===== config.mk =====
export PLATFORM = sky130hd
export DESIGN_NAME = chebyshev_2d_basis_eval
export DESIGN_NICKNAME = d
export VERILOG_FILES = /design/src/hdl/c2be_pkg.sv /design/src/hdl/c2be_mul.sv /design/src/hdl/c2be_dp.sv /design/src/hdl/c2be_ctrl.sv /design/src/hdl/chebyshev_2d_basis_eval.sv
export VERILOG_INCLUDE_DIRS = /design/src /design/src/hdl
export SDC_FILE = /design/constraint.sdc
export NUM_CORES = 1
export LEC_CHECK = 0
export BUFFER_PORTS_ARGS = -buffer_cell sky130_fd_sc_hd__buf_2
export CAP_MARGIN = 20
export CORE_AREA = 4 4 297 299
export DETAILED_ROUTE_END_ITERATION = 12
export DIE_AREA = 0 0 301 303
export HOLD_SLACK_MARGIN = 0.06
export PLACE_DENSITY = 0.56
export SYNTH_ARGS = -nofsm -noshare
export SYNTH_HDL_FRONTEND = slang
export SYNTH_HIERARCHICAL = 1
export SYNTH_SLANG_ARGS = --single-unit
export TNS_END_PERCENT = 10

===== constraint.sdc =====
create_clock -name clk -period 8.7 [get_ports clk]
set_input_delay 1.74 -clock clk [delete_from_list [all_inputs] [get_ports clk]]
set_output_delay 1.74 -clock clk [all_outputs]
set_load 0.02 [all_outputs]

===== src/hdl/chebyshev_2d_basis_eval_macros.svh =====
`ifndef CHEBYSHEV_2D_BASIS_EVAL_MACROS_SVH
`define CHEBYSHEV_2D_BASIS_EVAL_MACROS_SVH

// check sampled on clk, skipped while arst_n is low
`define C2BE_ASSERT(name, prop, msg) \
	name: assert property (@(posedge clk) disable iff (!arst_n) prop) \
		else $error(msg);

// check that also holds while reset is applied
`define C2BE_ASSERT_RST(name, prop, msg) \
	name: assert property (@(posedge clk) prop) else $error(msg);

`endif


===== src/hdl/c2be_pkg.sv =====
package c2be_pkg;

	// external formats
	localparam int IO_FRAC  = 16;
	localparam int COORD_W  = 18;
	localparam int ORDER_W  = 4;
	localparam int VALUE_W  = 18;
	localparam int S_DATA_W = 48;
	localparam int M_DATA_W = 24;

	// axis select codes
	localparam logic AXIS_X = 1'b0;
	localparam logic AXIS_Y = 1'b1;

	typedef logic [ORDER_W-1:0] order_t;

	// sequencer to datapath controls
	typedef struct packed {
		logic load;      // capture a new item
		logic mul_en;    // start a multiply
		logic mul_fin;   // multiply the two axis terms
		logic mul_axis;  // axis of a recurrence multiply
		logic upd_en;    // recurrence update from the product
		logic upd_axis;  // axis of that update
		logic shift_en;  // form both shifted axis terms
		logic out_load;  // load the output register
	} ctrl_t;

endpackage


===== src/hdl/c2be_mul.sv =====
module c2be_mul #(
	parameter int W = 18
) (
	input  logic                  clk,
	input  logic                  en,
	input  logic signed [W-1:0]   a,
	input  logic signed [W-1:0]   b,
	output logic signed [2*W-1:0] prod_q
);

	// shared signed multiplier with registered product
	always_ff @(posedge clk) begin
		if (en) begin
			prod_q <= a * b;
		end
	end

endmodule


===== src/hdl/c2be_dp.sv =====
module c2be_dp #(
	parameter int FRAC_BITS = 16
) (
	input  logic                                 clk,
	input  c2be_pkg::ctrl_t                      ctl,
	input  logic signed [c2be_pkg::COORD_W-1:0]  x_coord,
	input  logic signed [c2be_pkg::COORD_W-1:0]  y_coord,
	input  c2be_pkg::order_t                     order_x,
	input  c2be_pkg::order_t                     order_y,
	input  logic                                 plus_x,
	input  logic                                 plus_y,
	output logic signed [c2be_pkg::VALUE_W-1:0]  basis_value
);
	import c2be_pkg::*;

	localparam int W       = FRAC_BITS + 2;
	localparam int PW      = 2 * W;
	localparam int NW      = W + 2;
	localparam int UP_IN   = (FRAC_BITS >= IO_FRAC) ? FRAC_BITS - IO_FRAC : 0;
	localparam int DN_IN   = (FRAC_BITS < IO_FRAC) ? IO_FRAC - FRAC_BITS : 0;
	localparam int RND_IN  = (1 << DN_IN) >> 1;
	localparam int CW      = (W + 2 > COORD_W + 1) ? W + 2 : COORD_W + 1;
	localparam int OUT_DN  = (FRAC_BITS > IO_FRAC) ? FRAC_BITS - IO_FRAC : 0;
	localparam int OUT_UP  = (FRAC_BITS < IO_FRAC) ? IO_FRAC - FRAC_BITS : 0;
	localparam int RND_OUT = (1 << OUT_DN) >> 1;
	localparam int RW      = (W + 2 > VALUE_W + 1) ? W + 2 : VALUE_W + 1;
	localparam int RND_REC = 1 << (FRAC_BITS - 2);
	localparam int RND_FIN = 1 << (FRAC_BITS - 1);

	localparam logic signed [W-1:0]  ONE     = W'(1) << FRAC_BITS;
	localparam logic signed [CW-1:0] ONE_C   = CW'(ONE);
	localparam logic signed [NW-1:0] ONE_N   = NW'(ONE);

	logic signed [W-1:0]      vx_q, vy_q, curx_q, cury_q, prevx_q, prevy_q;
	logic signed [W-1:0]      tx_q, ty_q;
	logic                     plusx_q, plusy_q, zerox_q, zeroy_q;
	logic signed [VALUE_W-1:0] out_q;
	logic signed [W-1:0]      mul_a, mul_b;
	logic signed [PW-1:0]     prod_q;
	logic signed [PW-1:0]     rnd_rec, rnd_fin;
	logic signed [NW-1:0]     rec_sh, rec_diff, fin_r;
	logic signed [W-1:0]      prev_sel, nxt, fin_sat, termx, termy;
	logic signed [RW-1:0]     out_e;

	// coordinate to internal format, saturated to one
	function automatic logic signed [W-1:0] coord_in(logic signed [COORD_W-1:0] c);
		logic signed [CW-1:0] e;
		e = CW'(c);
		e = (e <<< UP_IN) + CW'(RND_IN);
		e = e >>> DN_IN;
		if (e > ONE_C) begin
			e = ONE_C;
		end else if (e < -ONE_C) begin
			e = -ONE_C;
		end
		return W'(e);
	endfunction

	// saturate a widened value to one
	function automatic logic signed [W-1:0] sat_n(logic signed [NW-1:0] v);
		logic signed [NW-1:0] s;
		s = v;
		if (v > ONE_N) begin
			s = ONE_N;
		end else if (v < -ONE_N) begin
			s = -ONE_N;
		end
		return W'(s);
	endfunction

	// shifted axis term, (T+1)/2 or (1-T)/2 rounded half up, one for order zero
	function automatic logic signed [W-1:0] shift_term(logic signed [W-1:0] cur,
			logic plus, logic zero);
		logic signed [W:0] t;
		t = plus ? ((W+1)'(cur) + (W+1)'(ONE)) : ((W+1)'(ONE) - (W+1)'(cur));
		t = (t + (W+1)'(1)) >>> 1;
		return zero ? ONE : W'(t);
	endfunction

	// operand select for the shared multiplier
	always_comb begin
		if (ctl.mul_fin) begin
			mul_a = tx_q;
			mul_b = ty_q;
		end else if (ctl.mul_axis == AXIS_Y) begin
			mul_a = vy_q;
			mul_b = cury_q;
		end else begin
			mul_a = vx_q;
			mul_b = curx_q;
		end
	end

	c2be_mul #(.W(W)) u_mul (
		.clk    (clk),
		.en     (ctl.mul_en),
		.a      (mul_a),
		.b      (mul_b),
		.prod_q (prod_q)
	);

	// recurrence step: round(2*v*T) - Tprev, saturated
	always_comb begin
		prev_sel = (ctl.upd_axis == AXIS_Y) ? prevy_q : prevx_q;
		rnd_rec  = prod_q + PW'(RND_REC);
		rec_sh   = NW'(rnd_rec >>> (FRAC_BITS - 1));
		rec_diff = rec_sh - NW'(prev_sel);
		nxt      = sat_n(rec_diff);
	end

	// final product, rounding and output format
	always_comb begin
		rnd_fin = prod_q + PW'(RND_FIN);
		fin_r   = NW'(rnd_fin >>> FRAC_BITS);
		fin_sat = sat_n(fin_r);
		out_e   = RW'(fin_sat);
		out_e   = (out_e + RW'(RND_OUT)) >>> OUT_DN;
		out_e   = out_e <<< OUT_UP;
	end

	assign termx = shift_term(curx_q, plusx_q, zerox_q);
	assign termy = shift_term(cury_q, plusy_q, zeroy_q);

	// axis state and result registers
	always_ff @(posedge clk) begin
		if (ctl.load) begin
			vx_q    <= coord_in(x_coord);
			vy_q    <= coord_in(y_coord);
			curx_q  <= coord_in(x_coord);
			cury_q  <= coord_in(y_coord);
			prevx_q <= ONE;
			prevy_q <= ONE;
			plusx_q <= plus_x;
			plusy_q <= plus_y;
			zerox_q <= (order_x == '0);
			zeroy_q <= (order_y == '0);
		end else if (ctl.upd_en) begin
			if (ctl.upd_axis == AXIS_Y) begin
				cury_q  <= nxt;
				prevy_q <= cury_q;
			end else begin
				curx_q  <= nxt;
				prevx_q <= curx_q;
			end
		end
		if (ctl.shift_en) begin
			tx_q <= termx;
			ty_q <= termy;
		end
		if (ctl.out_load) begin
			out_q <= VALUE_W'(out_e);
		end
	end

	assign basis_value = out_q;

endmodule


===== src/hdl/c2be_ctrl.sv =====
`include "chebyshev_2d_basis_eval_macros.svh"

module c2be_ctrl #(
	parameter int MAX_ORDER = 15
) (
	input  logic              clk,
	input  logic              arst_n,
	input  logic              s_tvalid,
	output logic              s_tready,
	input  c2be_pkg::order_t  order_x,
	input  c2be_pkg::order_t  order_y,
	input  logic              m_tready,
	output logic              m_tvalid,
	output c2be_pkg::ctrl_t   ctl
);
	import c2be_pkg::*;

	localparam logic [2:0] S_IDLE  = 3'd0;
	localparam logic [2:0] S_RUN   = 3'd1;
	localparam logic [2:0] S_SHIFT = 3'd2;
	localparam logic [2:0] S_FMUL  = 3'd3;
	localparam logic [2:0] S_FIN   = 3'd4;

	logic [2:0] state_q, state_nx;
	order_t     cntx_q, cnty_q, cnt_ph;
	logic       ph_q, pend_q, pend_axis_q, m_valid_q;
	logic       load, issue, run_done, out_load;

	// recurrence steps left for an order, clamped to the maximum
	function automatic order_t steps(order_t o);
		order_t n;
		n = (int'(o) > MAX_ORDER) ? order_t'(MAX_ORDER) : o;
		return (n == '0) ? '0 : n - 1'b1;
	endfunction

	// handshake and step decisions
	assign s_tready = (state_q == S_IDLE);
	assign load     = s_tvalid && s_tready;
	assign cnt_ph   = (ph_q == AXIS_Y) ? cnty_q : cntx_q;
	assign issue    = (state_q == S_RUN) && (cnt_ph != '0);
	assign run_done = (state_q == S_RUN) && (cntx_q == '0) && (cnty_q == '0);
	assign out_load = (state_q == S_FIN) && (!m_valid_q || m_tready);
	assign m_tvalid = m_valid_q;

	// controls to the datapath
	always_comb begin
		ctl.load     = load;
		ctl.mul_en   = issue || (state_q == S_FMUL);
		ctl.mul_fin  = (state_q == S_FMUL);
		ctl.mul_axis = ph_q;
		ctl.upd_en   = pend_q;
		ctl.upd_axis = pend_axis_q;
		ctl.shift_en = (state_q == S_SHIFT);
		ctl.out_load = out_load;
	end

	// next state
	always_comb begin
		state_nx = state_q;
		unique case (state_q)
			S_IDLE:  if (load) state_nx = S_RUN;
			S_RUN:   if (run_done) state_nx = S_SHIFT;
			S_SHIFT: state_nx = S_FMUL;
			S_FMUL:  state_nx = S_FIN;
			S_FIN:   if (out_load) state_nx = S_IDLE;
			default: state_nx = S_IDLE;
		endcase
	end

	// sequencer registers, axes take turns on the multiplier
	always_ff @(posedge clk or negedge arst_n) begin
		if (!arst_n) begin
			state_q     <= S_IDLE;
			cntx_q      <= '0;
			cnty_q      <= '0;
			ph_q        <= AXIS_X;
			pend_q      <= 1'b0;
			pend_axis_q <= AXIS_X;
			m_valid_q   <= 1'b0;
		end else begin
			state_q     <= state_nx;
			pend_q      <= issue;
			pend_axis_q <= ph_q;
			if (load) begin
				cntx_q <= steps(order_x);
				cnty_q <= steps(order_y);
				ph_q   <= AXIS_X;
			end else begin
				if (issue && ph_q == AXIS_X) cntx_q <= cntx_q - 1'b1;
				if (issue && ph_q == AXIS_Y) cnty_q <= cnty_q - 1'b1;
				if (state_q == S_RUN) ph_q <= ~ph_q;
			end
			if (out_load) begin
				m_valid_q <= 1'b1;
			end else if (m_tready) begin
				m_valid_q <= 1'b0;
			end
		end
	end

	`C2BE_ASSERT(a_idle_no_pend, s_tready |-> !pend_q, "product pending while idle")
	`C2BE_ASSERT(a_shift_clean, (state_q == S_SHIFT) |-> (cntx_q == '0 && cnty_q == '0 && !pend_q), "shift before recurrence finished")
	`C2BE_ASSERT(a_out_from_fin, $rose(m_valid_q) |-> ($past(state_q) == S_FIN), "result shown outside final step")
	`C2BE_ASSERT(a_run_one_mul, (ctl.mul_en && ctl.mul_fin) |-> !pend_q, "final multiply overlaps a recurrence update")
	`C2BE_ASSERT_RST(a_reset_idle, !arst_n |-> (state_q == S_IDLE && !m_valid_q), "not idle in reset")

endmodule


===== src/hdl/chebyshev_2d_basis_eval.sv =====
// channel  dir  tdata fields (lowest bit up)                           width
// s_axis   in   x_coord, y_coord, order_x, order_y, plus_x, plus_y      48
// m_axis   out  basis_value                                             24
//
// one item at a time; after accept the recurrence runs sx steps on x and sy
// on y, sx and sy the recurrence steps per axis (clamped order minus one, zero
// for order zero); then both shifted terms are formed, multiplied together,
// and the result is loaded. the two axes alternate on the shared multiplier,
// each recurrence step a multiply, then a subtract and saturate.
// s_tready is high only while idle; a result waiting in the output register
// does not block the next accept, only the final load of the next result.
// arst_n clears the sequencer and output valid; no clearing pass.
module chebyshev_2d_basis_eval #(
	parameter int MAX_ORDER = 15,
	parameter int FRAC_BITS = 16
) (
	input  logic                            clk,
	input  logic                            arst_n,
	input  logic                            s_tvalid,
	output logic                            s_tready,
	// x_coord[17:0], y_coord[35:18], order_x[39:36], order_y[43:40],
	// plus_x[44], plus_y[45], zero fill [47:46]
	input  logic [c2be_pkg::S_DATA_W-1:0]   s_tdata,
	output logic                            m_tvalid,
	input  logic                            m_tready,
	// basis_value[17:0], zero fill [23:18]
	output logic [c2be_pkg::M_DATA_W-1:0]   m_tdata
);
	import c2be_pkg::*;

	ctrl_t                      ctl;
	logic signed [COORD_W-1:0]  x_coord, y_coord;
	order_t                     order_x, order_y;
	logic                       plus_x, plus_y;
	logic signed [VALUE_W-1:0]  basis_value;

	// unpack the input item
	assign x_coord = s_tdata[COORD_W-1:0];
	assign y_coord = s_tdata[2*COORD_W-1:COORD_W];
	assign order_x = s_tdata[2*COORD_W+ORDER_W-1:2*COORD_W];
	assign order_y = s_tdata[2*COORD_W+2*ORDER_W-1:2*COORD_W+ORDER_W];
	assign plus_x  = s_tdata[2*COORD_W+2*ORDER_W];
	assign plus_y  = s_tdata[2*COORD_W+2*ORDER_W+1];

	c2be_ctrl #(.MAX_ORDER(MAX_ORDER)) u_ctrl (
		.clk      (clk),
		.arst_n   (arst_n),
		.s_tvalid (s_tvalid),
		.s_tready (s_tready),
		.order_x  (order_x),
		.order_y  (order_y),
		.m_tready (m_tready),
		.m_tvalid (m_tvalid),
		.ctl      (ctl)
	);

	c2be_dp #(.FRAC_BITS(FRAC_BITS)) u_dp (
		.clk         (clk),
		.ctl         (ctl),
		.x_coord     (x_coord),
		.y_coord     (y_coord),
		.order_x     (order_x),
		.order_y     (order_y),
		.plus_x      (plus_x),
		.plus_y      (plus_y),
		.basis_value (basis_value)
	);

	// pack the result
	assign m_tdata = {{(M_DATA_W-VALUE_W){1'b0}}, basis_value};

endmodule

# Word-level counts from Yosys, hierarchy flattened
# Cells that the tools add are included.
# W data, S select, Z words.
# totals
register_bits,217
latch_bits,0
ramBits,0
romBits,0
input_bits,52
word_cells,117
mem_count,0
# classes
add_sub_neg,13
n_mul,1
n_div,0
magnitude_cmp,8
eq_ne,8
shifts,0
mux,35
bitwise,2
n_reduce_logical,28
# op_table
op,n
$mux W18,18
$gt A20 B18 Y1 const B,2
$lt A20 B17 Y1 const B,2
$add A18 B18 Y19 const B,2
$add A19 B2 Y19 const B,2
$mux W19,2
$sub A18 B18 Y19 const A,2
$add A36 B17 Y36 const B,1
$gt A18 B18 Y1 const B,2
$lt A18 B17 Y1 const B,2
$mul A18 B18 Y36,1
$add A35 B16 Y35 const B,1
$mux W4,7
$sub A20 B18 Y20,1
$logic_not A4 Y1,4
$sub A4 B1 Y4 const B,4
$pmux W3 S5,1
$reduce_bool A2 Y1,6
$mux W3,3
$reduce_and A2 Y1,4
$logic_and A1 B1 Y1,7
$eq A3 B2 Y1 const B,2
$mux W1,4
$ne A2 B1 Y1 const B,2
10 further kinds,13

# Longest topological paths before layout
# Gate-level depths: netlist of run 1.
# logic_depth
word_depth,8
depth_mapped,33
ltp_nobuf,27

# Hierarchy
# The synthesis of run 1 kept the hierarchy.
# modules_own_cells
module,n_inst,cells_each,area_per_inst_um2
c2be_mul,1,1379,13226.4
c2be_dp,1,1222,11199.5
c2be_ctrl,1,108,985.9
chebyshev_2d_basis_eval,1,7,48.8

# Worst setup path before layout of run 1
# No wires, ideal clock.
# synth_timing
kind,register -> register
from,reg u_ctrl.ph_q
to,"reg u_dp.u_mul.prod_q[35], data pin"
arrival_ns,7.693
required_ns,8.542
slack_ns,0.849
stages_incl_launch_ff,24
path_buffers,4
period_less_slack_ns,7.851
path_cell_list,dfrtp_1 -> buf_4 -> clkbuf_1 -> buf_1 -> mux2i_1 -> o21ai_0 -> clkbuf_1 -> nand2_1 -> fa_1 -> inv_1 -> fa_1 -> fa_1 -> fa_1 -> fa_1 -> inv_1 -> fa_1 -> inv_1 -> ha_1 -> a21o_1 -> a21oi_1 -> nor2b_1 -> a2111o_1 -> a2111o_1 -> o211ai_1
# synth_via
elab_chain_cells,3
word_cells_on_any_way,5
cone_classes,mul (1); mux (4)
# synth_rtl
element,line,rtl
from (decl),c2be_ctrl.sv:26,"logic ph_q, pend_q, pend_axis_q, m_valid_q;"
from (signal assigned),c2be_ctrl.sv:91,if (state_q == S_RUN) ph_q <= ~ph_q;
$mux W18,c2be_dp.sv:85,end else if (ctl.mul_axis == AXIS_Y) begin
$mux W18,c2be_dp.sv:82,if (ctl.mul_fin) begin
via u_dp.mul_b[3],c2be_dp.sv:38,"logic signed [W-1:0] mul_a, mul_b;"
$mul A18 B18 Y36,c2be_mul.sv:14,prod_q <= a * b;
to (signal assigned),c2be_mul.sv:14,
to (decl),c2be_mul.sv:8,output logic signed [2*W-1:0] prod_q
# The timed path passes the listed nets, and every way through them passes these cells.
# A chain may end at the register's enable or synchronous reset.

==> metrics.md, run 1 <==
| Metric | Value |
|---|---|
| Critical setup path kind | `reg2reg` |
| Number of remaining DRC errors | `0` |
| First-pass GRT wire length | `105 mm` |
| Required time of the worst setup path | `9.06 ns` |
| Largest buffer count on any clock path | `3` |
| Clock net sink count | `203` |
| Maximum number of pins on one net before global-route repair | `41` |
| Vias per inst | `4.73` |
| Data arrival, critical path | `8.19 ns` |
| Final antenna-violating net count | `0` |
| H-tree levels | `1` |
| Result of the run | `completed` |
| RSZ-0062 raised after global routing | `false` |
| Global route overflow | `0` |
| CTS Buf Count | `20` |
| Vias | `18300` |
| Slowest-stage cell, CP | `fa_1` |
| Final count of negative-setup-slack endpoints | `0` |
| Number of fillers in the final layout | `8930` |
| Post-Route Hold Slack | `0.456 ns` |
| Post-route fraction of the period consumed by the critical path | `90.0%` |
| DPL Wire Length | `53.5 mm` |
| Max-Slew Margin vs Limit | `27.2%` |
| Layout area overhead | `10.1%` |
| Final hold viol count | `0` |
| DIE AREA | `91200 µm²` |
| Cell repeated most along the worst path | `fa_1` |
| Fin nets | `3221` |
| Yosys warning total | `6` |
| Iteration-0 DRC Markers | `1000` |
| Width of the die | `301 µm` |
| Resized Gates After CTS | `0` |
| Peak per-stage delay on the critical path | `0.56 ns` |
| CTS tree | `built` |
| Accumulated negative setup slack | `0 ns` |
| Num ports | `78` |
| Synthesized area per cell | `9.29 µm²` |
| Clock latency at the later pin of the worst-skew pair | `0.52 ns` |
| Least-Margin Pin Slew | `1.09 ns` |
| Initial core utilization | `29.3%` |
| # hold bufs at CTS | `0` |
| Largest fanout of any net on the critical path | `22` |
| Syn Inst Count | `2684` |
| Final Slew Violations | `0` |
| Final Routed Wirelength | `67.2 mm` |
| Cell area after synthesis | `24900 µm²` |
| Count of TritonRoute iterations in the first routing pass | `5` |
| Number of max-capacitance violations reported | `0` |
| Vias in the first global route | `18300` |
| Core outline area | `85100 µm²` |
| Initial antenna violation count | `1` |
| Maximum achievable frequency | `128 MHz` |
| Vertical die dimension | `303 µm` |
| Final routed wire length divided by cell count | `17.4 µm` |
| Global placement routability congestion | `0.848` |
| Path type of the worst min-delay path | `reg2reg` |
| Post-CTS setup buffers | `0` |
| Root buffer cell | `clkbuf_16` |
| Clock Pin Slew Worst Setup and Hold Paths | `0.07 ns` |
| Number of rows created at floorplan | `107` |
| Antenna Diode Count | `0` |
| Final Skew | `0.0174 ns` |
| Type of element capturing the critical path | `register` |
| I/O Buffers | `69` |
| Total Routing Usage GR | `14.7%` |
| Worst Setup Start Kind | `register` |
| Share of layout cells above drive strength 1 | `8.84%` |
| Minimum clock period | `7.83 ns` |
==> area by class of cell <==
type / instances / area, µm² / area share (%)
multi-input cells: 1926 / 17100 / 62.3
flip-flops and latches: 203 / 5660 / 20.6
inverters: 411 / 1540 / 5.62
well taps: 1144 / 1430 / 5.21
repair buffers: 149 / 958 / 3.49
clock buffers: 25 / 604 / 2.20
clock inverters: 11 / 149 / 0.542
==> cell usage in the layout, fill, tap and decap left out, drive strengths merged, types with 21 or more instances in the layout <==
cell	count
o21ai	108
xor2	40
nor4	27
ha	128
nand2	338
and2	200
nor2b	27
dfxtp	36
mux2i	60
inv	413
xnor2	87
nor2	106
nor3	43
nand3	29
fa	330
clkbuf	25
edfxtp	152
a21oi	100
buf	149
or3	21
==> state kept, by name (all words and copies together), names as in the netlist, 4 cells and up <==
signal             count
u_dp/vy_q             18
u_dp/prevx_q          18
u_ctrl/cntx_q          4
u_dp/u_mul/prod_q     22
u_dp/ty_q             18
u_dp/basis_value      18
u_dp/prevy_q          18
u_dp/curx_q           18
u_ctrl/cnty_q          4
u_dp/tx_q             18
u_dp/cury_q           18
u_dp/vx_q             18
==> metal layers <==
| metal | up-vias | GRT usage [%] | wire length (µm) |
|---|---|---|---|
| met5 | - | 0 | 0 |
| met4 | 0 | 4.17 | 1980 |
| met3 | 96 | 1.46 | 3070 |
| met2 | 405 | 24.9 | 32100 |
| met1 | 9041 | 20.0 | 30000 |
| li1 | 8750 | - | - |
==> per-stage QoR <==
step / utilization, % / instances / area, µm² / worst slack, ns
floorplan: - / 2689 / 24900 / 0.849
CTS: 32.2 / 3869 / 27500 / 0.834
detailed placement: 31.4 / 3833 / 26700 / 0.874
global placement: 31.4 / 3833 / 26700 / 0.867
global route: 32.2 / 3869 / 27500 / 0.437
finish: 32.2 / 3869 / 27500 / 0.868
==> critical path, delay by kind of cell (launching register included) <==
family / cells / cell delay, ns
AOI/OAI and AO/OA: 7 / 1.90
adders and majority gates: 7 / 3.54
buffers and inverters: 5 / 0.73
DFF: 1 / 0.37
and+or+nand+nor: 6 / 1.11
==> final timing paths <==
kind / end / from / slack [ns] / cells past startpoint
hold reg to reg: u_dp/prevx_q[17]$_SDFFE_PP0P_ / u_dp/prevx_q[17]$_SDFFE_PP0P_ / 0.46 / 2
setup / recovery: u_dp/u_mul/prod_q[35]$_DFFE_PP_ / u_ctrl/state_q[2]$_DFFE_PN0P_ / 0.87 / 25
max in group asynchronous: u_ctrl/ph_q$_DFFE_PN0P_ / arst_n / 7.28 / 1
setup reg to reg: u_dp/u_mul/prod_q[35]$_DFFE_PP_ / u_ctrl/state_q[2]$_DFFE_PN0P_ / 0.87 / 25
hold / removal: u_dp/prevx_q[17]$_SDFFE_PP0P_ / u_dp/prevx_q[17]$_SDFFE_PP0P_ / 0.46 / 2
min in group asynchronous: u_ctrl/m_tvalid$_DFFE_PN0P_ / arst_n / 1.13 / 1
Power of run 1 is not shown: default switching activity piles up to over one toggle a cycle in this logic, so the estimate is an artifact.
==> inputs of run 2 (changes only) <==
--- a/config.mk
+++ b/config.mk
@@ -6,13 +6,13 @@
 export SDC_FILE = /design/constraint.sdc
 export NUM_CORES = 1
 export LEC_CHECK = 0
-export BUFFER_PORTS_ARGS = -buffer_cell sky130_fd_sc_hd__buf_2
 export CAP_MARGIN = 20
-export CORE_AREA = 4 4 297 299
+export CORE_AREA = 4 4 271 327
 export DETAILED_ROUTE_END_ITERATION = 12
-export DIE_AREA = 0 0 301 303
+export DIE_AREA = 0 0 275 331
+export DONT_BUFFER_PORTS = 1
 export HOLD_SLACK_MARGIN = 0.06
-export PLACE_DENSITY = 0.56
+export PLACE_DENSITY = 0.55
 export SYNTH_ARGS = -nofsm -noshare
 export SYNTH_HDL_FRONTEND = slang
 export SYNTH_HIERARCHICAL = 1
==> metrics.md, run 2 (same netlist as run 1, synthesis figures left out) <==
| Metric | Value |
|---|---|
| Result of the run | `completed` |
| Clock latency at the later pin of the worst-skew pair | `0.51 ns (about the same)` |
| Post-route fraction of the period consumed by the critical path | `94.4% (+4.4 points)` |
| DIE AREA | `91000 µm² (-0.20%)` |
| Vertical die dimension | `331 µm (+9.2%)` |
| Layout area overhead | `7.69%` |
| # hold bufs at CTS | `0 (unchanged)` |
| Share of layout cells above drive strength 1 | `5.86% (-3.0 points)` |
| Fin nets | `3144 (-2.4%)` |
| Total Routing Usage GR | `14.7% (about the same)` |
| Summed area of non-filler cells in the final layout | `26800 µm² (-2.2%)` |
| Global route overflow | `0 (unchanged)` |
| Clock net sink count | `203 (unchanged)` |
| CTS tree | `built` |
| Worst R2R Path Depth | `25 (unchanged)` |
| Root buffer cell | `clkbuf_16` |
| Maximum achievable frequency | `122 MHz (-4.7%)` |
| Flip-flop count of the largest register, all copies and words added | `22 (unchanged)` |
| CP Capture Point | `u_dp/u_mul/prod_q[35]$_DFFE_PP_` |
| Final Routed Wirelength | `66.7 mm (-0.67%)` |
| Cell area after placement | `26300 µm² (-1.6%)` |
| First-pass GRT wire length | `105 mm (about the same)` |
| RSZ-0062 raised after global routing | `false` |
| Source of the critical timing path | `u_ctrl/state_q[0]$_DFFE_PN0P_` |
| Final antenna-violating net count | `0 (unchanged)` |
| Num ports | `78 (unchanged)` |
| Count of TritonRoute iterations in the first routing pass | `6 (+1)` |
| Iteration-0 DRC Markers | `978 (-2.2%)` |
| Accumulated negative setup slack | `0 ns (unchanged)` |
| Commonest non-fill, non-tap cell in the layout | `inv_1` |
| CTS Buf Count | `19 (-5.0%)` |
| Final Slew Violations | `0 (unchanged)` |
| Required time of the worst setup path | `9.04 ns (-0.02 ns)` |
| Final Skew | `0.0114 ns (-0.00593 ns)` |
| DPL Wire Length | `54.0 mm (+1.0%)` |
| I/O Buffers | `0 (-100%)` |
| Initial core utilization | `29.1% (-0.17 points)` |
| Core outline area | `85600 µm² (+0.57%)` |
| Resized Gates After CTS | `0 (unchanged)` |
| Number of rows created at floorplan | `118 (+10%)` |
| Width of the die | `275 µm (-8.6%)` |
| Most used cells in the layout excluding fill and tap cells | `inv_1 (409), nand2_1 (338), fa_1 (330)` |
| Clock Pin Slew Worst Setup and Hold Paths | `0.07 ns (about the same)` |
| Worst Setup Start Kind | `register` |
| Post-CTS setup buffers | `0 (unchanged)` |
| Antenna Diode Count | `0 (unchanged)` |
| Path type of the worst min-delay path | `reg2reg` |
| Number of fillers in the final layout | `9091 (+1.8%)` |
| Initial antenna violation count | `1 (unchanged)` |
| Flop-to-flop setup slack | `0.48 ns (-0.38 ns)` |
| Number of remaining DRC errors | `0 (unchanged)` |
| Vias | `18200 (-0.74%)` |
| Vias per inst | `4.79 (+1.4%)` |
| Number of max-capacitance violations reported | `0 (unchanged)` |
| Largest buffer count on any clock path | `3 (unchanged)` |
| Largest fanout of any net on the critical path | `32 (+45%)` |
| Endpoint of the lowest-slack register-to-register path | `u_dp/u_mul/prod_q[35]$_DFFE_PP_` |
| Max-Slew Margin vs Limit | `29.9% (+2.7 points)` |
| Data arrival, critical path | `8.55 ns (+0.36 ns)` |
| H-tree levels | `1 (unchanged)` |
| Final count of negative-setup-slack endpoints | `0 (unchanged)` |
| Maximum number of pins on one net before global-route repair | `51 (+24%)` |
| Reg-to-reg startpoint | `u_ctrl/state_q[0]$_DFFE_PN0P_` |
| Global placement routability congestion | `0.848 (about the same)` |
| Hold depth | `2 (unchanged)` |
| Minimum clock period | `8.22 ns (+0.385 ns)` |
| Final hold viol count | `0 (unchanged)` |
| Critical setup path kind | `reg2reg` |
| Least-Margin Pin Slew | `1.04 ns (-0.0407 ns)` |
| Register ranked first by flip-flop count | `u_dp/u_mul/prod_q` |
| Vias in the first global route | `18500 (+0.96%)` |
| Final routed wire length divided by cell count | `17.6 µm (+1.5%)` |
| Type of element capturing the critical path | `register` |
[run 2: cell count changes in the layout (fill, tap and decap cells not counted), moves of 2 or more]
cell,delta
clkbuf_16,-5
clkbuf_1,+2
clkinv_1,+2
o21ai_1,+4
bufinv_16,-3
o21ai_2,-5
clkinv_2,+3
buf_2,-69
buf_4,-7
[run 2: worst min-delay path by stage]
stage	startpoint	to	slack [ns]
finish	u_dp/prevx_q[1]$_SDFFE_PP0P_	u_dp/prevx_q[1]$_SDFFE_PP0P_	0.45
global route	u_dp/prevx_q[1]$_SDFFE_PP0P_	u_dp/prevx_q[1]$_SDFFE_PP0P_	0.47
CTS	u_dp/prevx_q[13]$_SDFFE_PP0P_	u_dp/prevx_q[13]$_SDFFE_PP0P_	0.45
detailed placement	u_dp/prevx_q[13]$_SDFFE_PP0P_	u_dp/prevx_q[13]$_SDFFE_PP0P_	0.45
global placement	u_dp/prevy_q[0]$_SDFFE_PP0P_	u_dp/prevy_q[0]$_SDFFE_PP0P_	0.44
floorplan	u_dp/prevy_q[0]$_SDFFE_PP0P_	u_dp/prevy_q[0]$_SDFFE_PP0P_	0.43
[run 2: final cells by class]
class	count	area, µm²	share of cell area, %
clock buffers	22	487	1.81
clock inverters	12	72.6	0.270
inverters	411	1540	5.75
multi-input cells	1926	17100	63.7
flip-flops and latches	203	5660	21.1
well taps	1140	1430	5.31
repair buffers	73	561	2.09
[run 2: metal layers]
metal  share of wire (%)  GRT usage, %
met5                   0             0
met4                 2.8          4.21
met3                 3.4         0.910
met2                  52          26.9
met1                  42          18.8
[run 2: worst max-delay path, stage by stage, from the launching register on]
cell      delay (ns)
dfrtp_1         0.52
or2b_1          0.34
nor2_4          0.57
buf_12          0.21
nand2_1         0.05
o21ai_1         0.54
buf_4           0.34
nand2_1         0.09
fa_1            0.52
inv_1           0.05
fa_1            0.46
fa_1            0.52
fa_1            0.51
fa_1            0.55
inv_1           0.06
fa_1            0.53
inv_1           0.05
ha_1            0.39
o21a_1          0.22
o21ai_1         0.12
nand2b_1        0.08
a21o_1          0.20
nor2b_1         0.15
a2111o_1        0.46
a2111o_1        0.38
o211ai_1        0.11
[run 2: metrics by stage]
step           setup slack (ns)  hold slack (ns)  cells  utilization [%]
5_1_grt                  0.0217            0.471   3787             31.3
3_3_place_gp              0.497            0.440   3753             30.7
3_5_place_dp              0.506            0.446   3753             30.7
2_1_floorplan             0.849            0.433   2689                -
6_report                  0.484            0.454   3787             31.3
4_1_cts                   0.466            0.455   3787             31.3
Power of run 2 is left out for the same reason.
==> inputs of run 3 (changes only) <==
--- a/config.mk
+++ b/config.mk
@@ -8,6 +8,7 @@
 export LEC_CHECK = 0
 export CAP_MARGIN = 20
 export CORE_AREA = 4 4 271 327
+export CTS_BUF_LIST = sky130_fd_sc_hd__clkbuf_4
 export DETAILED_ROUTE_END_ITERATION = 12
 export DIE_AREA = 0 0 275 331
 export DONT_BUFFER_PORTS = 1
==> metrics.md, run 3 (same netlist as run 1, synthesis figures left out) <==
| Metric | Value |
|---|---|
| Worst Setup Start Kind | `register` |
| Most used cells in the layout excluding fill and tap cells | `inv_1 (409), nand2_1 (338), fa_1 (330)` |
| Final count of negative-setup-slack endpoints | `0 (unchanged)` |
| Final Routed Wirelength | `67.3 mm (+0.87%)` |
| Path type of the worst min-delay path | `reg2reg` |
| DPL Wire Length | `54.0 mm (unchanged)` |
| Result of the run | `completed` |
| Maximum achievable frequency | `122 MHz (about the same)` |
| Accumulated negative setup slack | `0 ns (unchanged)` |
| Endpoint of the lowest-slack register-to-register path | `u_dp/u_mul/prod_q[32]$_DFFE_PP_` |
| Max-Slew Margin vs Limit | `30.2% (+0.32 points)` |
| Register ranked first by flip-flop count | `u_dp/u_mul/prod_q` |
| Flop-to-flop setup slack | `0.49 ns (about the same)` |
| H-tree levels | `2 (+1)` |
| Post-CTS setup buffers | `0 (unchanged)` |
| Count of TritonRoute iterations in the first routing pass | `5 (-1)` |
| Vias in the first global route | `18800 (+1.6%)` |
| Initial core utilization | `29.1% (unchanged)` |
| Final routed wire length divided by cell count | `17.5 µm (-0.44%)` |
| Number of max-capacitance violations reported | `0 (unchanged)` |
| Final Skew | `0.0633 ns (+0.0518 ns)` |
| Total Routing Usage GR | `14.9% (+0.14 points)` |
| Data arrival, critical path | `8.62 ns (+0.07 ns)` |
| CP Capture Point | `u_dp/u_mul/prod_q[32]$_DFFE_PP_` |
| Num ports | `78 (unchanged)` |
| Initial antenna violation count | `2 (+1)` |
| First-pass GRT wire length | `106 mm (+0.66%)` |
| Global route overflow | `0 (unchanged)` |
| Width of the die | `275 µm (unchanged)` |
| Number of fillers in the final layout | `9149 (+0.64%)` |
| Iteration-0 DRC Markers | `912 (-6.7%)` |
| Root buffer cell | `clkbuf_4` |
| Clock net sink count | `203 (unchanged)` |
| Number of rows created at floorplan | `118 (unchanged)` |
| Final hold viol count | `0 (unchanged)` |
| DIE AREA | `91000 µm² (unchanged)` |
| Largest fanout of any net on the critical path | `22 (-31%)` |
| Clock latency at the later pin of the worst-skew pair | `0.72 ns (+0.21 ns)` |
| Final antenna-violating net count | `0 (unchanged)` |
| Vias | `18300 (+0.82%)` |
| Commonest non-fill, non-tap cell in the layout | `inv_1` |
| CTS tree | `built` |
| Post-route fraction of the period consumed by the critical path | `94.4% (about the same)` |
| Reg-to-reg startpoint | `u_ctrl/ph_q$_DFFE_PN0P_` |
| Resized Gates After CTS | `0 (unchanged)` |
| Source of the critical timing path | `u_ctrl/ph_q$_DFFE_PN0P_` |
| Vias per inst | `4.77 (-0.50%)` |
| Vertical die dimension | `331 µm (unchanged)` |
| Minimum clock period | `8.21 ns (-0.00488 ns)` |
| RSZ-0062 raised after global routing | `false` |
| Largest buffer count on any clock path | `3 (unchanged)` |
| Global placement routability congestion | `0.848 (unchanged)` |
| Least-Margin Pin Slew | `1.04 ns (-0.00475 ns)` |
| Final Slew Violations | `0 (unchanged)` |
| Worst R2R Path Depth | `22 (-12%)` |
| Flip-flop count of the largest register, all copies and words added | `22 (unchanged)` |
| Layout area overhead | `7.79% (about the same)` |
| Core outline area | `85600 µm² (unchanged)` |
| Maximum number of pins on one net before global-route repair | `51 (unchanged)` |
| Number of remaining DRC errors | `0 (unchanged)` |
| Share of layout cells above drive strength 1 | `7.53% (+1.7 points)` |
| Type of element capturing the critical path | `register` |
| I/O Buffers | `0 (unchanged)` |
| Required time of the worst setup path | `9.10 ns (+0.06 ns)` |
| Fin nets | `3170 (+0.83%)` |
| CTS Buf Count | `44 (+25)` |
| Critical setup path kind | `reg2reg` |
| Clock Pin Slew Worst Setup and Hold Paths | `0.09 ns (+0.02 ns)` |
==> run 3: worst min path at each step <==
stage          cells after the start                             to                          start  slack [ns]
2_1_floorplan                      2   u_dp/prevy_q[0]$_SDFFE_PP0P_   u_dp/prevy_q[0]$_SDFFE_PP0P_        0.43
3_3_place_gp                       2   u_dp/prevy_q[0]$_SDFFE_PP0P_   u_dp/prevy_q[0]$_SDFFE_PP0P_        0.44
3_5_place_dp                       2  u_dp/prevx_q[13]$_SDFFE_PP0P_  u_dp/prevx_q[13]$_SDFFE_PP0P_        0.45
4_1_cts                            2   u_dp/prevx_q[1]$_SDFFE_PP0P_   u_dp/prevx_q[1]$_SDFFE_PP0P_        0.46
5_1_grt                            2   u_dp/prevx_q[1]$_SDFFE_PP0P_   u_dp/prevx_q[1]$_SDFFE_PP0P_        0.47
6_report                           2  u_dp/prevx_q[14]$_SDFFE_PP0P_  u_dp/prevx_q[14]$_SDFFE_PP0P_        0.46
==> run 3: final cells by class <==
| type | count | area [µm²] | area share, % |
|---|---|---|---|
| repair buffers | 73 | 561 | 2.09 |
| multi-input cells | 1927 | 17100 | 63.6 |
| flip-flops and latches | 203 | 5660 | 21.1 |
| well taps | 1140 | 1430 | 5.31 |
| diodes | 1 | 2.50 | 0.00931 |
| inverters | 411 | 1540 | 5.75 |
| clock buffers | 66 | 495 | 1.84 |
| clock inverters | 16 | 80.1 | 0.298 |
==> run 3: timing repair <==
| action | CTS | global route |
|---|---|---|
| hold buffers | 0 | 0 |
| setup endpoints to repair | 0 | 1 |
| hold endpoints to repair | 0 | 0 |
==> run 3: per-stage QoR <==
stage          cell area, µm²  hold WS (ns)  utilization (%)  setup WS [ns]  instances
3_5_place_dp            26300         0.446             30.7          0.506       3753
3_3_place_gp            26300         0.440             30.7          0.497       3753
4_1_cts                 26900         0.455             31.4          0.444       3835
6_report                26900         0.456             31.4          0.488       3837
5_1_grt                 26900         0.470             31.4          0.119       3837
2_1_floorplan           24900         0.433                -          0.849       2689
==> run 3: metal layers <==
metal	up-vias	routed length [µm]	track usage (%)
li1	8682	-	-
met1	9145	28000	18.6
met2	373	34700	26.8
met3	104	2330	1.28
met4	0	2340	5.23
met5	-	0	0
==> run 3: worst max-delay path, stage by stage (launching register included) <==
cell and delay (ns):
dfrtp_2 0.83, buf_4 0.27, mux2i_1 0.16, o21ai_1 0.76, buf_4 0.35, nand2_1 0.10
fa_1 0.58, inv_1 0.05, fa_1 0.47, fa_1 0.52, fa_1 0.52, fa_1 0.52
fa_1 0.54, ha_1 0.44, and3_1 0.22, and3_1 0.23, o211ai_1 0.11, nand2_1 0.18
o21ai_1 0.24, a311oi_1 0.12, buf_4 0.17, o41ai_1 0.31, xnor2_1 0.18
Power of run 3 is left out for the same reason.
